==> src/rtl/gihg_pkg.sv <==
// ----------------------------------------------------------------------------
// gihg_pkg
// Types and constants shared by the idle hysteresis governor.
// ----------------------------------------------------------------------------
package gihg_pkg;

   localparam int GIHG_MAX_LEVELS = 16;
   localparam int GIHG_ACC_WIDTH  = 40;

   localparam int CSR_ADDR_WIDTH  = 5;
   localparam int CSR_DATA_WIDTH  = 32;

   localparam logic [15:0] NORM_WINDOW_RESET    = 16'd16667;
   localparam logic [15:0] RAMP_THRESHOLD_RESET = 16'd6000;
   localparam logic [5:0]  LAZINESS_LIMIT_RESET = 6'd3;
   localparam logic [3:0]  THERMAL_LEVEL_RESET  = 4'd0;
   localparam logic [4:0]  LEVEL_COUNT_RESET    = 5'd8;

   localparam logic [4:0]  MASK_CAP_THERMAL = 5'd31;
   localparam logic [4:0]  MASK_CAP_NORMAL  = 5'd7;
   localparam logic [31:0] SKIP_WARMUP      = 32'd31;
   localparam logic [3:0]  TOP_LEVEL_CAP    = 4'd15;

   localparam logic OP_SAMPLE = 1'b0;
   localparam logic OP_SLEEP  = 1'b1;

   typedef enum logic [2:0] {
      CSR_HOLD_MODE      = 3'd0,
      CSR_NORM_WINDOW    = 3'd1,
      CSR_RAMP_THRESHOLD = 3'd2,
      CSR_LAZINESS_LIMIT = 3'd3,
      CSR_THERMAL_LEVEL  = 3'd4,
      CSR_LEVEL_COUNT    = 3'd5
   } csr_index_type;

   typedef struct packed {
      logic        hold_mode;
      logic [15:0] norm_window;
      logic [15:0] ramp_threshold;
      logic [5:0]  laziness_limit;
      logic [3:0]  thermal_level;
      logic [4:0]  level_count;
   } cfg_type;

   typedef struct packed {
      logic        opcode;
      logic [31:0] sample_busy_time;
      logic [31:0] sample_total_time;
      logic [3:0]  current_level;
   } req_item_type;

   typedef struct packed {
      logic signed [1:0] level_step;
      logic [3:0]        new_level;
      logic              decided;
      logic [15:0]       idle_metric;
   } rsp_item_type;

   typedef enum logic [2:0] {
      ST_IDLE,
      ST_ACCUM,
      ST_EVAL,
      ST_PREP,
      ST_DIVIDE,
      ST_DECIDE,
      ST_FINISH
   } state_type;

endpackage

==> src/rtl/gihg_csr.sv <==
// ----------------------------------------------------------------------------
// gihg_csr
// Configuration registers behind a simple APB-style port.
// ----------------------------------------------------------------------------
module gihg_csr (
   input  logic                                clock,
   input  logic                                reset,
   input  logic                                psel,
   input  logic                                penable,
   input  logic                                pwrite,
   input  logic [gihg_pkg::CSR_ADDR_WIDTH-1:0] paddr,
   input  logic [gihg_pkg::CSR_DATA_WIDTH-1:0] pwdata,
   output logic [gihg_pkg::CSR_DATA_WIDTH-1:0] prdata,
   output logic                                pready,
   output gihg_pkg::cfg_type                   cfg
);
   import gihg_pkg::*;

   cfg_type       cfg_ff;
   cfg_type       cfg_in;
   csr_index_type index;
   logic          wr_en;

   assign index  = csr_index_type'(paddr[4:2]);
   assign wr_en  = psel & penable & pwrite;
   assign pready = 1'b1;
   assign cfg    = cfg_ff;

   always_comb begin
      cfg_in = cfg_ff;
      if (wr_en) begin
         unique case (index)
            CSR_HOLD_MODE:      cfg_in.hold_mode      = pwdata[0];
            CSR_NORM_WINDOW:    cfg_in.norm_window    = pwdata[15:0];
            CSR_RAMP_THRESHOLD: cfg_in.ramp_threshold = pwdata[15:0];
            CSR_LAZINESS_LIMIT: cfg_in.laziness_limit = pwdata[5:0];
            CSR_THERMAL_LEVEL:  cfg_in.thermal_level  = pwdata[3:0];
            CSR_LEVEL_COUNT:    cfg_in.level_count    = pwdata[4:0];
            default:            cfg_in = cfg_ff;
         endcase
      end
   end

   always_comb begin
      prdata = '0;
      unique case (index)
         CSR_HOLD_MODE:      prdata[0]    = cfg_ff.hold_mode;
         CSR_NORM_WINDOW:    prdata[15:0] = cfg_ff.norm_window;
         CSR_RAMP_THRESHOLD: prdata[15:0] = cfg_ff.ramp_threshold;
         CSR_LAZINESS_LIMIT: prdata[5:0]  = cfg_ff.laziness_limit;
         CSR_THERMAL_LEVEL:  prdata[3:0]  = cfg_ff.thermal_level;
         CSR_LEVEL_COUNT:    prdata[4:0]  = cfg_ff.level_count;
         default:            prdata = '0;
      endcase
   end

   always_ff @(posedge clock) begin
      if (reset) begin
         cfg_ff.hold_mode      <= 1'b0;
         cfg_ff.norm_window    <= NORM_WINDOW_RESET;
         cfg_ff.ramp_threshold <= RAMP_THRESHOLD_RESET;
         cfg_ff.laziness_limit <= LAZINESS_LIMIT_RESET;
         cfg_ff.thermal_level  <= THERMAL_LEVEL_RESET;
         cfg_ff.level_count    <= LEVEL_COUNT_RESET;
      end else begin
         cfg_ff <= cfg_in;
      end
   end

endmodule

==> src/rtl/gihg_ratio.sv <==
// ----------------------------------------------------------------------------
// gihg_ratio
// Iterative scaled ratio floor(idle*scale/total), one half step per cycle
// on a shared subtract and compare unit.
// ----------------------------------------------------------------------------
module gihg_ratio #(
   parameter int ACC_WIDTH = gihg_pkg::GIHG_ACC_WIDTH
) (
   input  logic                 clock,
   input  logic                 reset,
   input  logic                 start,
   input  logic [ACC_WIDTH-1:0] idle,
   input  logic [ACC_WIDTH-1:0] total,
   input  logic [15:0]          scale,
   output logic                 done,
   output logic [15:0]          quotient
);
   import gihg_pkg::*;

   logic [ACC_WIDTH-1:0] rem_ff,   rem_in;
   logic [ACC_WIDTH-1:0] idle_ff,  idle_in;
   logic [ACC_WIDTH-1:0] total_ff, total_in;
   logic [15:0]          scale_ff, scale_in;
   logic [15:0]          quot_ff,  quot_in;
   logic [3:0]           bit_ff,   bit_in;
   logic                 phase_b_ff, phase_b_in;
   logic                 run_ff,   run_in;
   logic                 done_ff,  done_in;

   logic [ACC_WIDTH:0]   operand;
   logic [ACC_WIDTH+1:0] diff;
   logic                 ge;

   // phase a doubles the remainder, phase b adds idle where the scale bit is set
   assign operand = phase_b_ff ? ({1'b0, idle_ff} + {1'b0, rem_ff}) : {rem_ff, 1'b0};
   assign diff    = {1'b0, operand} - {2'b00, total_ff};
   assign ge      = ~diff[ACC_WIDTH+1];

   assign done     = done_ff;
   assign quotient = quot_ff;

   always_comb begin
      rem_in     = rem_ff;
      idle_in    = idle_ff;
      total_in   = total_ff;
      scale_in   = scale_ff;
      quot_in    = quot_ff;
      bit_in     = bit_ff;
      phase_b_in = phase_b_ff;
      run_in     = run_ff;
      done_in    = 1'b0;
      if (start) begin
         rem_in     = '0;
         idle_in    = idle;
         total_in   = total;
         scale_in   = scale;
         quot_in    = '0;
         bit_in     = 4'd15;
         phase_b_in = 1'b0;
         run_in     = 1'b1;
      end else if (run_ff) begin
         if (!phase_b_ff) begin
            rem_in     = ge ? diff[ACC_WIDTH-1:0] : operand[ACC_WIDTH-1:0];
            quot_in    = {quot_ff[14:0], ge};
            phase_b_in = 1'b1;
         end else begin
            if (scale_ff[bit_ff]) begin
               rem_in  = ge ? diff[ACC_WIDTH-1:0] : operand[ACC_WIDTH-1:0];
               quot_in = quot_ff + {15'd0, ge};
            end
            phase_b_in = 1'b0;
            if (bit_ff == 4'd0) begin
               run_in  = 1'b0;
               done_in = 1'b1;
            end else begin
               bit_in = bit_ff - 4'd1;
            end
         end
      end
   end

   always_ff @(posedge clock) begin
      if (reset) begin
         run_ff     <= 1'b0;
         done_ff    <= 1'b0;
         phase_b_ff <= 1'b0;
         bit_ff     <= '0;
      end else begin
         run_ff     <= run_in;
         done_ff    <= done_in;
         phase_b_ff <= phase_b_in;
         bit_ff     <= bit_in;
      end
      rem_ff   <= rem_in;
      idle_ff  <= idle_in;
      total_ff <= total_in;
      scale_ff <= scale_in;
      quot_ff  <= quot_in;
   end

endmodule

==> src/rtl/gpu_idle_hysteresis_governor.sv <==
// ----------------------------------------------------------------------------
// gpu_idle_hysteresis_governor
// Power level governor: accumulates busy and total time, skips samples under
// an adaptive mask, evaluates a scaled idle statistic and steps the level
// through a laziness counter with asymmetric hysteresis.
//
//   channel  direction  handshake                  payload
//   req      in         req_valid / req_stall      req_item (req_item_type)
//   rsp      out        rsp_valid / rsp_stall      rsp_item (rsp_item_type)
//   csr      in/out     csr_psel/penable/pready    csr_paddr, csr_pwdata/prdata
//
// from acceptance to the output register an item passes ST_ACCUM, ST_FINISH
// when held or slept; ST_ACCUM, ST_EVAL, ST_FINISH when empty or skipped;
// ST_ACCUM, ST_EVAL, ST_PREP, ST_DECIDE, ST_FINISH when evaluated, with ST_DIVIDE
// before ST_DECIDE while the ratio unit runs its 16 bit steps; then ST_IDLE.
// req_stall is high from acceptance until the result is in the output
// register; a new item is accepted while that result still waits.
// reset is synchronous and clears control state, counters and CSRs but not item or result data.
// ----------------------------------------------------------------------------
module gpu_idle_hysteresis_governor #(
   parameter int MAX_LEVELS = gihg_pkg::GIHG_MAX_LEVELS,
   parameter int ACC_WIDTH  = gihg_pkg::GIHG_ACC_WIDTH
) (
   input  logic                                clock,
   input  logic                                reset,
   input  logic                                req_valid,
   output logic                                req_stall,
   input  gihg_pkg::req_item_type              req_item,
   output logic                                rsp_valid,
   input  logic                                rsp_stall,
   output gihg_pkg::rsp_item_type              rsp_item,
   input  logic                                csr_psel,
   input  logic                                csr_penable,
   input  logic                                csr_pwrite,
   input  logic [gihg_pkg::CSR_ADDR_WIDTH-1:0] csr_paddr,
   input  logic [gihg_pkg::CSR_DATA_WIDTH-1:0] csr_pwdata,
   output logic [gihg_pkg::CSR_DATA_WIDTH-1:0] csr_prdata,
   output logic                                csr_pready
);
   import gihg_pkg::*;

   localparam logic [6:0] MAX_LEVELS_W = 7'(MAX_LEVELS);

   cfg_type cfg;

   state_type            state_ff, state_in;
   req_item_type         item_ff, item_in;
   logic [ACC_WIDTH-1:0] busy_acc_ff, busy_acc_in;
   logic [ACC_WIDTH-1:0] total_acc_ff, total_acc_in;
   logic [31:0]          skip_count_ff, skip_count_in;
   logic [4:0]           mask_ff, mask_in;
   logic signed [7:0]    lazy_ff, lazy_in;
   logic [15:0]          stat_ff, stat_in;
   logic                 decided_ff, decided_in;
   logic signed [1:0]    step_ff, step_in;
   logic                 rsp_valid_ff, rsp_valid_in;
   rsp_item_type         rsp_item_ff, rsp_item_in;

   logic                 div_start;
   logic                 div_done;
   logic [15:0]          div_quot;

   logic [ACC_WIDTH:0]   busy_sum;
   logic [ACC_WIDTH:0]   total_sum;
   logic [31:0]          skip_next;
   logic [4:0]           mask_cap;
   logic [ACC_WIDTH:0]   idle_diff;
   logic [ACC_WIDTH-1:0] idle_val;
   logic                 need_scale;
   logic                 rsp_free;

   logic [5:0]           half;
   logic signed [7:0]    neg_half;
   logic signed [7:0]    limit_s;
   logic [6:0]           count_eff;
   logic signed [7:0]    top;
   logic signed [7:0]    cur_s;
   logic signed [7:0]    lazy_dec;
   logic signed [7:0]    lazy_inc;
   logic signed [1:0]    step_dec;
   logic signed [7:0]    lazy_dec_out;

   gihg_csr u_csr (
      .clock   (clock),
      .reset   (reset),
      .psel    (csr_psel),
      .penable (csr_penable),
      .pwrite  (csr_pwrite),
      .paddr   (csr_paddr),
      .pwdata  (csr_pwdata),
      .prdata  (csr_prdata),
      .pready  (csr_pready),
      .cfg     (cfg)
   );

   gihg_ratio #(
      .ACC_WIDTH (ACC_WIDTH)
   ) u_ratio (
      .clock    (clock),
      .reset    (reset),
      .start    (div_start),
      .idle     (idle_val),
      .total    (total_acc_ff),
      .scale    (cfg.norm_window),
      .done     (div_done),
      .quotient (div_quot)
   );

   assign req_stall = (state_ff != ST_IDLE);
   assign rsp_valid = rsp_valid_ff;
   assign rsp_item  = rsp_item_ff;
   assign rsp_free  = ~rsp_valid_ff | ~rsp_stall;

   // saturating accumulation
   assign busy_sum  = {1'b0, busy_acc_ff}
                    + {{(ACC_WIDTH-31){1'b0}}, item_ff.sample_busy_time};
   assign total_sum = {1'b0, total_acc_ff}
                    + {{(ACC_WIDTH-31){1'b0}}, item_ff.sample_total_time};

   assign skip_next = skip_count_ff + 32'd1;
   assign mask_cap  = (item_ff.current_level == cfg.thermal_level) ?
                      MASK_CAP_THERMAL : MASK_CAP_NORMAL;

   assign idle_diff  = {1'b0, total_acc_ff} - {1'b0, busy_acc_ff};
   assign idle_val   = idle_diff[ACC_WIDTH] ? '0 : idle_diff[ACC_WIDTH-1:0];
   assign need_scale = total_acc_ff > {{(ACC_WIDTH-16){1'b0}}, cfg.norm_window};

   // hysteresis decision
   always_comb begin
      half     = cfg.laziness_limit >> 1;
      neg_half = -$signed({2'b00, half});
      limit_s  = $signed({2'b00, cfg.laziness_limit});
      count_eff = ({2'b00, cfg.level_count} > MAX_LEVELS_W) ?
                  MAX_LEVELS_W : {2'b00, cfg.level_count};
      top = $signed({1'b0, count_eff}) - 8'sd1;
      if (top > $signed({4'b0000, TOP_LEVEL_CAP})) begin
         top = $signed({4'b0000, TOP_LEVEL_CAP});
      end
      cur_s    = $signed({4'b0000, item_ff.current_level});
      lazy_dec = (lazy_ff > neg_half) ? lazy_ff - 8'sd1 : lazy_ff;
      lazy_inc = (lazy_ff < limit_s) ? lazy_ff + 8'sd1 : lazy_ff;
      step_dec = 2'sd0;
      if (stat_ff < cfg.ramp_threshold) begin
         lazy_dec_out = lazy_dec;
         if (item_ff.current_level > cfg.thermal_level && lazy_dec <= neg_half) begin
            lazy_dec_out = 8'sd0;
            step_dec     = -2'sd1;
         end
      end else begin
         lazy_dec_out = lazy_inc;
         if (cur_s < top && lazy_inc >= limit_s) begin
            lazy_dec_out = 8'sd0;
            step_dec     = 2'sd1;
         end
      end
   end

   // next state
   always_comb begin
      state_in = state_ff;
      unique case (state_ff)
         ST_IDLE: begin
            if (req_valid) state_in = ST_ACCUM;
         end
         ST_ACCUM: begin
            if (cfg.hold_mode || item_ff.opcode == OP_SLEEP) state_in = ST_FINISH;
            else state_in = ST_EVAL;
         end
         ST_EVAL: begin
            if (total_acc_ff == '0 || (skip_next[4:0] & mask_ff) != 5'd0) begin
               state_in = ST_FINISH;
            end else begin
               state_in = ST_PREP;
            end
         end
         ST_PREP: begin
            state_in = need_scale ? ST_DIVIDE : ST_DECIDE;
         end
         ST_DIVIDE: begin
            if (div_done) state_in = ST_DECIDE;
         end
         ST_DECIDE: begin
            state_in = ST_FINISH;
         end
         ST_FINISH: begin
            if (rsp_free) state_in = ST_IDLE;
         end
         default: state_in = ST_IDLE;
      endcase
   end

   // datapath and outputs
   always_comb begin
      item_in       = item_ff;
      busy_acc_in   = busy_acc_ff;
      total_acc_in  = total_acc_ff;
      skip_count_in = skip_count_ff;
      mask_in       = mask_ff;
      lazy_in       = lazy_ff;
      stat_in       = stat_ff;
      decided_in    = decided_ff;
      step_in       = step_ff;
      rsp_item_in   = rsp_item_ff;
      rsp_valid_in  = rsp_valid_ff & rsp_stall;
      div_start     = 1'b0;
      unique case (state_ff)
         ST_IDLE: begin
            if (req_valid) begin
               item_in    = req_item;
               stat_in    = '0;
               decided_in = 1'b0;
               step_in    = 2'sd0;
            end
         end
         ST_ACCUM: begin
            if (!cfg.hold_mode) begin
               if (item_ff.opcode == OP_SLEEP) begin
                  busy_acc_in   = '0;
                  total_acc_in  = '0;
                  skip_count_in = '0;
                  mask_in       = '0;
               end else begin
                  busy_acc_in  = busy_sum[ACC_WIDTH] ? '1 : busy_sum[ACC_WIDTH-1:0];
                  total_acc_in = total_sum[ACC_WIDTH] ? '1 : total_sum[ACC_WIDTH-1:0];
               end
            end
         end
         ST_EVAL: begin
            if (total_acc_ff != '0) begin
               skip_count_in = skip_next;
               if ((skip_next[4:0] & mask_ff) == 5'd0 && skip_next > SKIP_WARMUP
                   && mask_ff < mask_cap) begin
                  mask_in = {mask_ff[3:0], 1'b1};
               end
            end
         end
         ST_PREP: begin
            busy_acc_in  = '0;
            total_acc_in = '0;
            if (need_scale) div_start = 1'b1;
            else stat_in = idle_val[15:0];
         end
         ST_DIVIDE: begin
            if (div_done) stat_in = div_quot;
         end
         ST_DECIDE: begin
            decided_in = 1'b1;
            step_in    = step_dec;
            lazy_in    = lazy_dec_out;
            if (step_dec != 2'sd0) begin
               skip_count_in = '0;
               mask_in       = '0;
            end
         end
         ST_FINISH: begin
            if (rsp_free) begin
               rsp_valid_in            = 1'b1;
               rsp_item_in.level_step  = step_ff;
               rsp_item_in.new_level   = item_ff.current_level + {{2{step_ff[1]}}, step_ff};
               rsp_item_in.decided     = decided_ff;
               rsp_item_in.idle_metric = stat_ff;
            end
         end
         default: begin
            rsp_valid_in = rsp_valid_ff & rsp_stall;
         end
      endcase
   end

   always_ff @(posedge clock) begin
      if (reset) begin
         state_ff      <= ST_IDLE;
         busy_acc_ff   <= '0;
         total_acc_ff  <= '0;
         skip_count_ff <= '0;
         mask_ff       <= '0;
         lazy_ff       <= '0;
         rsp_valid_ff  <= 1'b0;
      end else begin
         state_ff      <= state_in;
         busy_acc_ff   <= busy_acc_in;
         total_acc_ff  <= total_acc_in;
         skip_count_ff <= skip_count_in;
         mask_ff       <= mask_in;
         lazy_ff       <= lazy_in;
         rsp_valid_ff  <= rsp_valid_in;
      end
      item_ff     <= item_in;
      stat_ff     <= stat_in;
      decided_ff  <= decided_in;
      step_ff     <= step_in;
      rsp_item_ff <= rsp_item_in;
   end

endmodule

==> config.mk <==
export PLATFORM = sky130hd
export DESIGN_NAME = gpu_idle_hysteresis_governor
export DESIGN_NICKNAME = d
export VERILOG_FILES = /design/src/rtl/gihg_pkg.sv /design/src/rtl/gihg_csr.sv /design/src/rtl/gihg_ratio.sv /design/src/rtl/gpu_idle_hysteresis_governor.sv
export SDC_FILE = /design/constraint.sdc
export NUM_CORES = 1
export LEC_CHECK = 0
export BUFFER_PORTS_ARGS = -buffer_cell sky130_fd_sc_hd__buf_2
export CORE_MARGIN = 8
export CORE_UTILIZATION = 35
export CTS_CLUSTER_SIZE = 24
export DETAILED_ROUTE_END_ITERATION = 7
export SLEW_MARGIN = 25
export SYNTH_ARGS = -nofsm -noshare
export SYNTH_HDL_FRONTEND = slang
export SYNTH_HIERARCHICAL = 1
export SYNTH_SLANG_ARGS = --single-unit
export TNS_END_PERCENT = 20
==> constraint.sdc <==
create_clock -name clock -period 8.6 [get_ports clock]
set_input_delay 0.86 -clock clock [delete_from_list [all_inputs] [get_ports clock]]
set_output_delay 0.86 -clock clock [all_outputs]
set_load 0.02 [all_outputs]
=== After elaboration in Yosys (flattened, before gate mapping) ===
Cells that the tools add are included.

* Logic and storage cells: 205
* Flip-flop bits (word level): 447
* Output and inout port bits: 58

* $lt $le $gt $ge: 13
* Bitwise logic cells: 10
* Reductions and logical operators: 39
* Equality and inequality tests: 23
* Add/sub/neg operators: 13
* Mux-type cells: 73

{| class="wikitable"
|+ Operator list
! cell !! number
|-
| two-way mux 40 bit || 9
|-
| case mux 40 bit (2 select lines) || 2
|-
| two-way mux 32 bit || 4
|-
| two-way mux 16 bit || 6
|-
| case mux 32 bit (3 select lines) || 1
|-
| adder 40 x 32 -> 41 bit || 2
|-
| two-way mux 8 bit || 6
|-
| case mux 16 bit (3 select lines) || 1
|-
| subtractor 41 x 40 -> 42 bit || 1
|-
| adder 40 x 40 -> 41 bit || 1
|-
| two-way mux 41 bit || 1
|-
| subtractor 40 x 40 -> 41 bit || 1
|-
| > comparator 40 x 16 -> 1 bit || 1
|-
| zero test 40 bit || 1
|-
| nonzero test 40 bit || 1
|-
| two-way mux 5 bit || 7
|-
| adder 32 x 1 -> 32 bit (second input constant) || 1
|-
| > comparator 32 x 5 -> 1 bit (second input constant) || 1
|-
| AND reduction 2 bit || 11
|-
| case mux 3 bit (7 select lines) || 1
|-
| != test 2 bit (second input constant) || 10
|-
| case mux 10 bit (2 select lines) || 1
|-
| adder 16 x 1 -> 16 bit || 1
|-
| less-than comparator 16 bit || 1
|-
| other kinds (51) || 99
|}

=== Depth between registers and ports, before layout ===
* Depth after elaboration: 12
* Mapped depth: 31

=== Modules after synthesis ===
Netlist, hierarchy kept.

{| class="wikitable"
|+ Modules (own cells, without submodules)
! module !! cells each !! area each (sq um) !! instances !! sequential area each (sq um)
|-
| gpu_idle_hysteresis_governor || 2,082 || 17,718.2 || 1 || 5,915.7
|-
| gihg_ratio || 1,302 || 11,405.9 || 1 || 4,144.0
|-
| gihg_csr || 284 || 2,602.5 || 1 || 960.9
|}

=== Worst setup path after synthesis ===
No wires, ideal clock.

* Path kind: flip-flop to flip-flop
* From: register u_ratio.idle_ff[14]
* To: register u_ratio.quot_ff[14] (netlist: u_ratio/quotient[14])
* Data arrival time: 5.778 ns
* Required time: 8.535 ns
* Path buffers: 3
* Path slack: 2.757 ns
* Stages on the path, launching flop included: 31
* Cells stage by stage: edfxtp_1 ha_1 buf_2 a21oi_1 o21ai_0 or3_1 o211ai_1 and4b_4 o21ai_0 nor3b_1 or2_2 ha_1 clkbuf_1 inv_1 o21bai_1 a21o_1 or3_1 a2111oi_1 nor3b_1 nor2_2 clkinv_2 buf_4 ha_1 ha_1 nand4_1 nor2_1 and3_1 nand4_1 mux2i_1 a21oi_1 nor2_1

* Cells in the longest elaborated chain, start to end: 7

{| class="wikitable"
|+ RTL lines
! what !! RTL line !! text
|-
| start, declared || gihg_ratio.sv:21 || <nowiki>logic [ACC_WIDTH-1:0] idle_ff, idle_in;</nowiki>
|-
| start signal, assigned || gihg_ratio.sv:95 || <nowiki>idle_ff <= idle_in;</nowiki>
|-
| adder 40 x 40 -> 41 bit || gihg_ratio.sv:35 || <nowiki>assign operand = phase_b_ff ? ({1'b0, idle_ff} + {1'b0, rem_ff}) : {rem_ff, 1'b0};</nowiki>
|-
| two-way mux 41 bit || gihg_ratio.sv:35 ||
|-
| subtractor 41 x 40 -> 42 bit || gihg_ratio.sv:36 || <nowiki>assign diff = {1'b0, operand} - {2'b00, total_ff};</nowiki>
|-
| inverter 1 bit || gihg_ratio.sv:37 || <nowiki>assign ge = ~diff[ACC_WIDTH+1];</nowiki>
|-
| adder 16 x 1 -> 16 bit || gihg_ratio.sv:69 || <nowiki>quot_in = quot_ff + {15'd0, ge};</nowiki>
|-
| two-way mux 16 bit || gihg_ratio.sv:67 || <nowiki>if (scale_ff[bit_ff]) begin</nowiki>
|-
| two-way mux 16 bit || gihg_ratio.sv:62 || <nowiki>if (!phase_b_ff) begin</nowiki>
|-
| end signal, assigned || gihg_ratio.sv:98 || <nowiki>quot_ff <= quot_in;</nowiki>
|-
| end, declared || gihg_ratio.sv:24 || <nowiki>logic [15:0] quot_ff, quot_in;</nowiki>
|}

Every way passes these cells. The select of a mux whose other input is x is not followed.
A chain may end at the register's enable or synchronous reset.

=== Worst setup path in the final report ===
* From: register u_ratio.idle_ff[0]
* To: register u_ratio.quot_ff[14] (netlist: u_ratio/quotient[14])

The elaborated chain is that of the path after synthesis.

==> run_results.csv <==
group,metric,value,unit
setup_path,crit_family,"compound AO/OA/AOI/OAI gates",
die,start_util,35.3,%
clock_tree,htreeDepth,2,
timing,max_slew_margin,32.0,%
die,die_width,317,um
layout,area_delta_synth_final,10.2,%
grt,grt_max_degree,82,
setup_path,arrival,7.67,ns
clock_tree,cts_tree,"yes",
timing,finalSetupViolCount,0,
synth,syn-mean-instance-area,8.65,um2
synth,ys_ff_latch,447,
grt,grt_overflow,0,
detailed_routing,vias,26942,
timing,fin_crit,7.10,ns
clock_tree,clk_latency,0.64,ns
setup_path,worstPathMaxFanout,7,
die,die_area,101000,um2
layout,utilization,38.9,%
detailed_routing,route.final.wire_length,88000,um
setup_path,crit_slowest_cell,"a2111oi_1",
timing,hold_violations,0,
synth,synth_edf_count,207,
setup_path,worstPathRequired,9.18,ns
clock_tree,clock-sinks,447,
synth,yosys_warnings,6,
setup_path,cpMostUsedCell,"ha_1",
detailed_routing,avgViaCountPerCell,5.48,
synth,syn_inst,3668,
grt,grt_antenna_before_repair,1,
place,hpwl,66100,um
die,num_rows,110,
setup_path,start_kind,"register",
synth,netlist_area,31700,um2
die,pin_count,171,
die,die_h,317,um
timing,rsz0062_at_grt,"no",
clock_tree,cts_buffer_depth,3,
power_and_ir_drop,p_leak,14.2,nW
layout,final_net_count,4078,
clock_tree,clkSlewWorstSetupHoldPaths,0.06,ns
layout,layout-drive-gt1-share,8.89,%
timing,tns,0,ns
grt,grt_pass1_vias,25402,
setup_path,path_class,"reg2reg",
setup_path,end_kind,"register",
place,gp_congestion,0.873,
detailed_routing,first_pass_iters,5,
detailed_routing,drt-initial-drc-count,1884,
clock_tree,cts-root-buf,"clkbuf_16",
timing,slew_viol_final,0,
grt,gr-usage-all-layers,16.9,%
layout,n_fill_cell,9032,
layout,diodes,0,
die,core_area,89900,um2
hold_path,hold_class,"in2reg",
synth,synth_ff_type,"dfxtp_1",
detailed_routing,drc,0,
detailed_routing,routedWlPerCell,17.9,um
flow_run,maxCapViolCount,0,
power_and_ir_drop,p_per_area,320,nW/um2
grt,grt_pass1_wl,139000,um
detailed_routing,drtAntennaViolNets,0,
clock_tree,cts_buffers,50,
synth,async_flop_share,0,%
setup_path,path_buf_inv,1,
power_and_ir_drop,ir_drop,0.195,mV
setup_path,max_stage_delay,0.64,ns
synth,synth_seq_area_share,34.7,%
timing,tightest_slew,1.02,ns
place,numPortBuffers,135,
timing,fin_crit_sh,82.5,%
timing,fmax,141,MHz
synth,synth_cell_types,113,
outcome,status,"completed",
clock_tree,ctsResizeCount,0,
clock_tree,cts_hold_buf,0,
timing,clock_skew,0.0438,ns
clock_tree,postCtsSetupBuffers,0,
report_power, final:
part	total [W]	internal, W	switching, W
clock	0.00221	0.00126	0.000951
combinational	0.00590	0.00225	0.00364
sequential	0.00308	0.00274	0.000339
per-layer routing:
metal / vias to the layer above / global-route usage (%) / wire length [um]
met1: 12668 / 23.9 / 42200
met2: 610 / 27.3 / 39500
li1: 13553 / - / -
met5: - / 0 / 0
met4: 0 / 4.47 / 2110
met3: 111 / 1.90 / 4160
kinds of logic after synthesis:
family / count (synthesis) / synth area share (%)
flops: 447 / 34.7
simple gates: 1175 / 18.6
buf+inv: 404 / 5.32
mux: 79 / 2.76
compound gates: 1133 / 23.5
fa+ha+maj: 262 / 10.5
xor+xnor: 166 / 4.63
other cells: 2 / 0.0237
synthesized netlist by cell type, drive strengths merged (38+ instances only):
cell	count	area, um2
o21ai	247	1250
a21o	120	903
xnor2	103	902
edfxtp	207	6220
a21oi	323	1640
mux2i	57	571
a31oi	41	257
nand4	42	263
and3	51	320
o21a	39	293
nand3	80	400
nand2	291	1100
nand2b	92	576
inv	214	806
nor3	95	490
xor2	62	543
nor2	286	1080
a211oi	44	353
and2	38	238
clkbuf	128	483
dfxtp	240	4800
ha	256	3200
buf	61	395
cell usage in the layout (no fill, tap or decap), types with 36 or more instances in the layout:
cell       netlist  routed
nand3_1         80      80
dfxtp_1        240     239
nor2_1         283     280
o21ai_0        235     235
a21oi_1        320     319
clkbuf_16        0      50
o21a_1          39      38
edfxtp_1       207     207
buf_2           22     134
xnor2_1        103     103
nand4_1         42      42
nand2_1        289     289
and3_1          50      50
nor2b_1         37      36
mux2i_1         57      57
inv_1          213     212
a31oi_1         41      41
a21o_1         118     117
a211oi_1        41      41
xor2_1          62      62
nand2b_1        92      92
ha_1           256     256
nor3_1          92      92
and2_1          38      37
final timing paths:
path / startpoint / endpoint / slack [ns] / cells after the start
max: u_ratio/idle_ff[0]$_DFFE_PP_ / u_ratio/quotient[14]$_SDFFE_PP0P_ / 1.50 / 28
min: req_item[41] / item_ff[41]$_DFFE_PP_ / 0.41 / 1
max reg2reg: u_ratio/idle_ff[0]$_DFFE_PP_ / u_ratio/quotient[14]$_SDFFE_PP0P_ / 1.50 / 28
min reg2reg: decided_ff$_DFFE_PP_ / rsp_item[16]$_DFFE_PP_ / 0.42 / 0
stage by stage:
stage          setup slack [ns]  instance area, um2  cells  power (W)  hold slack [ns]
2_1_floorplan              2.76               31800   3683    0.00743            0.400
3_3_place_gp               1.53               33300   4827    0.00889            0.422
3_5_place_dp               1.55               33300   4827    0.00895            0.420
4_1_cts                    1.48               35000   4920     0.0112            0.373
5_1_grt                    1.01               35000   4920     0.0120            0.382
6_report                   1.50               35000   4920     0.0112            0.407
area by class of cell:
cell class                      count  area (um2)  share of cell area [%]
Multi-Input combinational cell   2832       19100                    54.7
Clock buffer                       64        1330                    3.82
Inverter                          215         811                    2.32
Timing Repair Buffer              157         843                    2.41
Tap cell                         1176        1470                    4.21
Sequential cell                   447       11000                    31.5
Clock inverter                     29         354                    1.01
sequential cells by signal, summed over array words and instances, names as in the netlist, 2 cells and up:
signal / count
lazy_ff: 8
u_csr/cfg: 48
stat_ff: 16
total_acc_ff: 40
u_ratio/quotient: 16
rsp_item: 23
state_ff: 3
u_ratio/idle_ff: 40
item_ff: 65
u_ratio/bit_ff: 4
cur_s: 4
u_ratio/rem_ff: 40
step_ff: 2
busy_acc_ff: 40
mask_ff: 5
skip_count_ff: 32
u_ratio/scale_ff: 16
u_ratio/total_ff: 40
No activity file was read; power rests on OpenSTA's default activity.
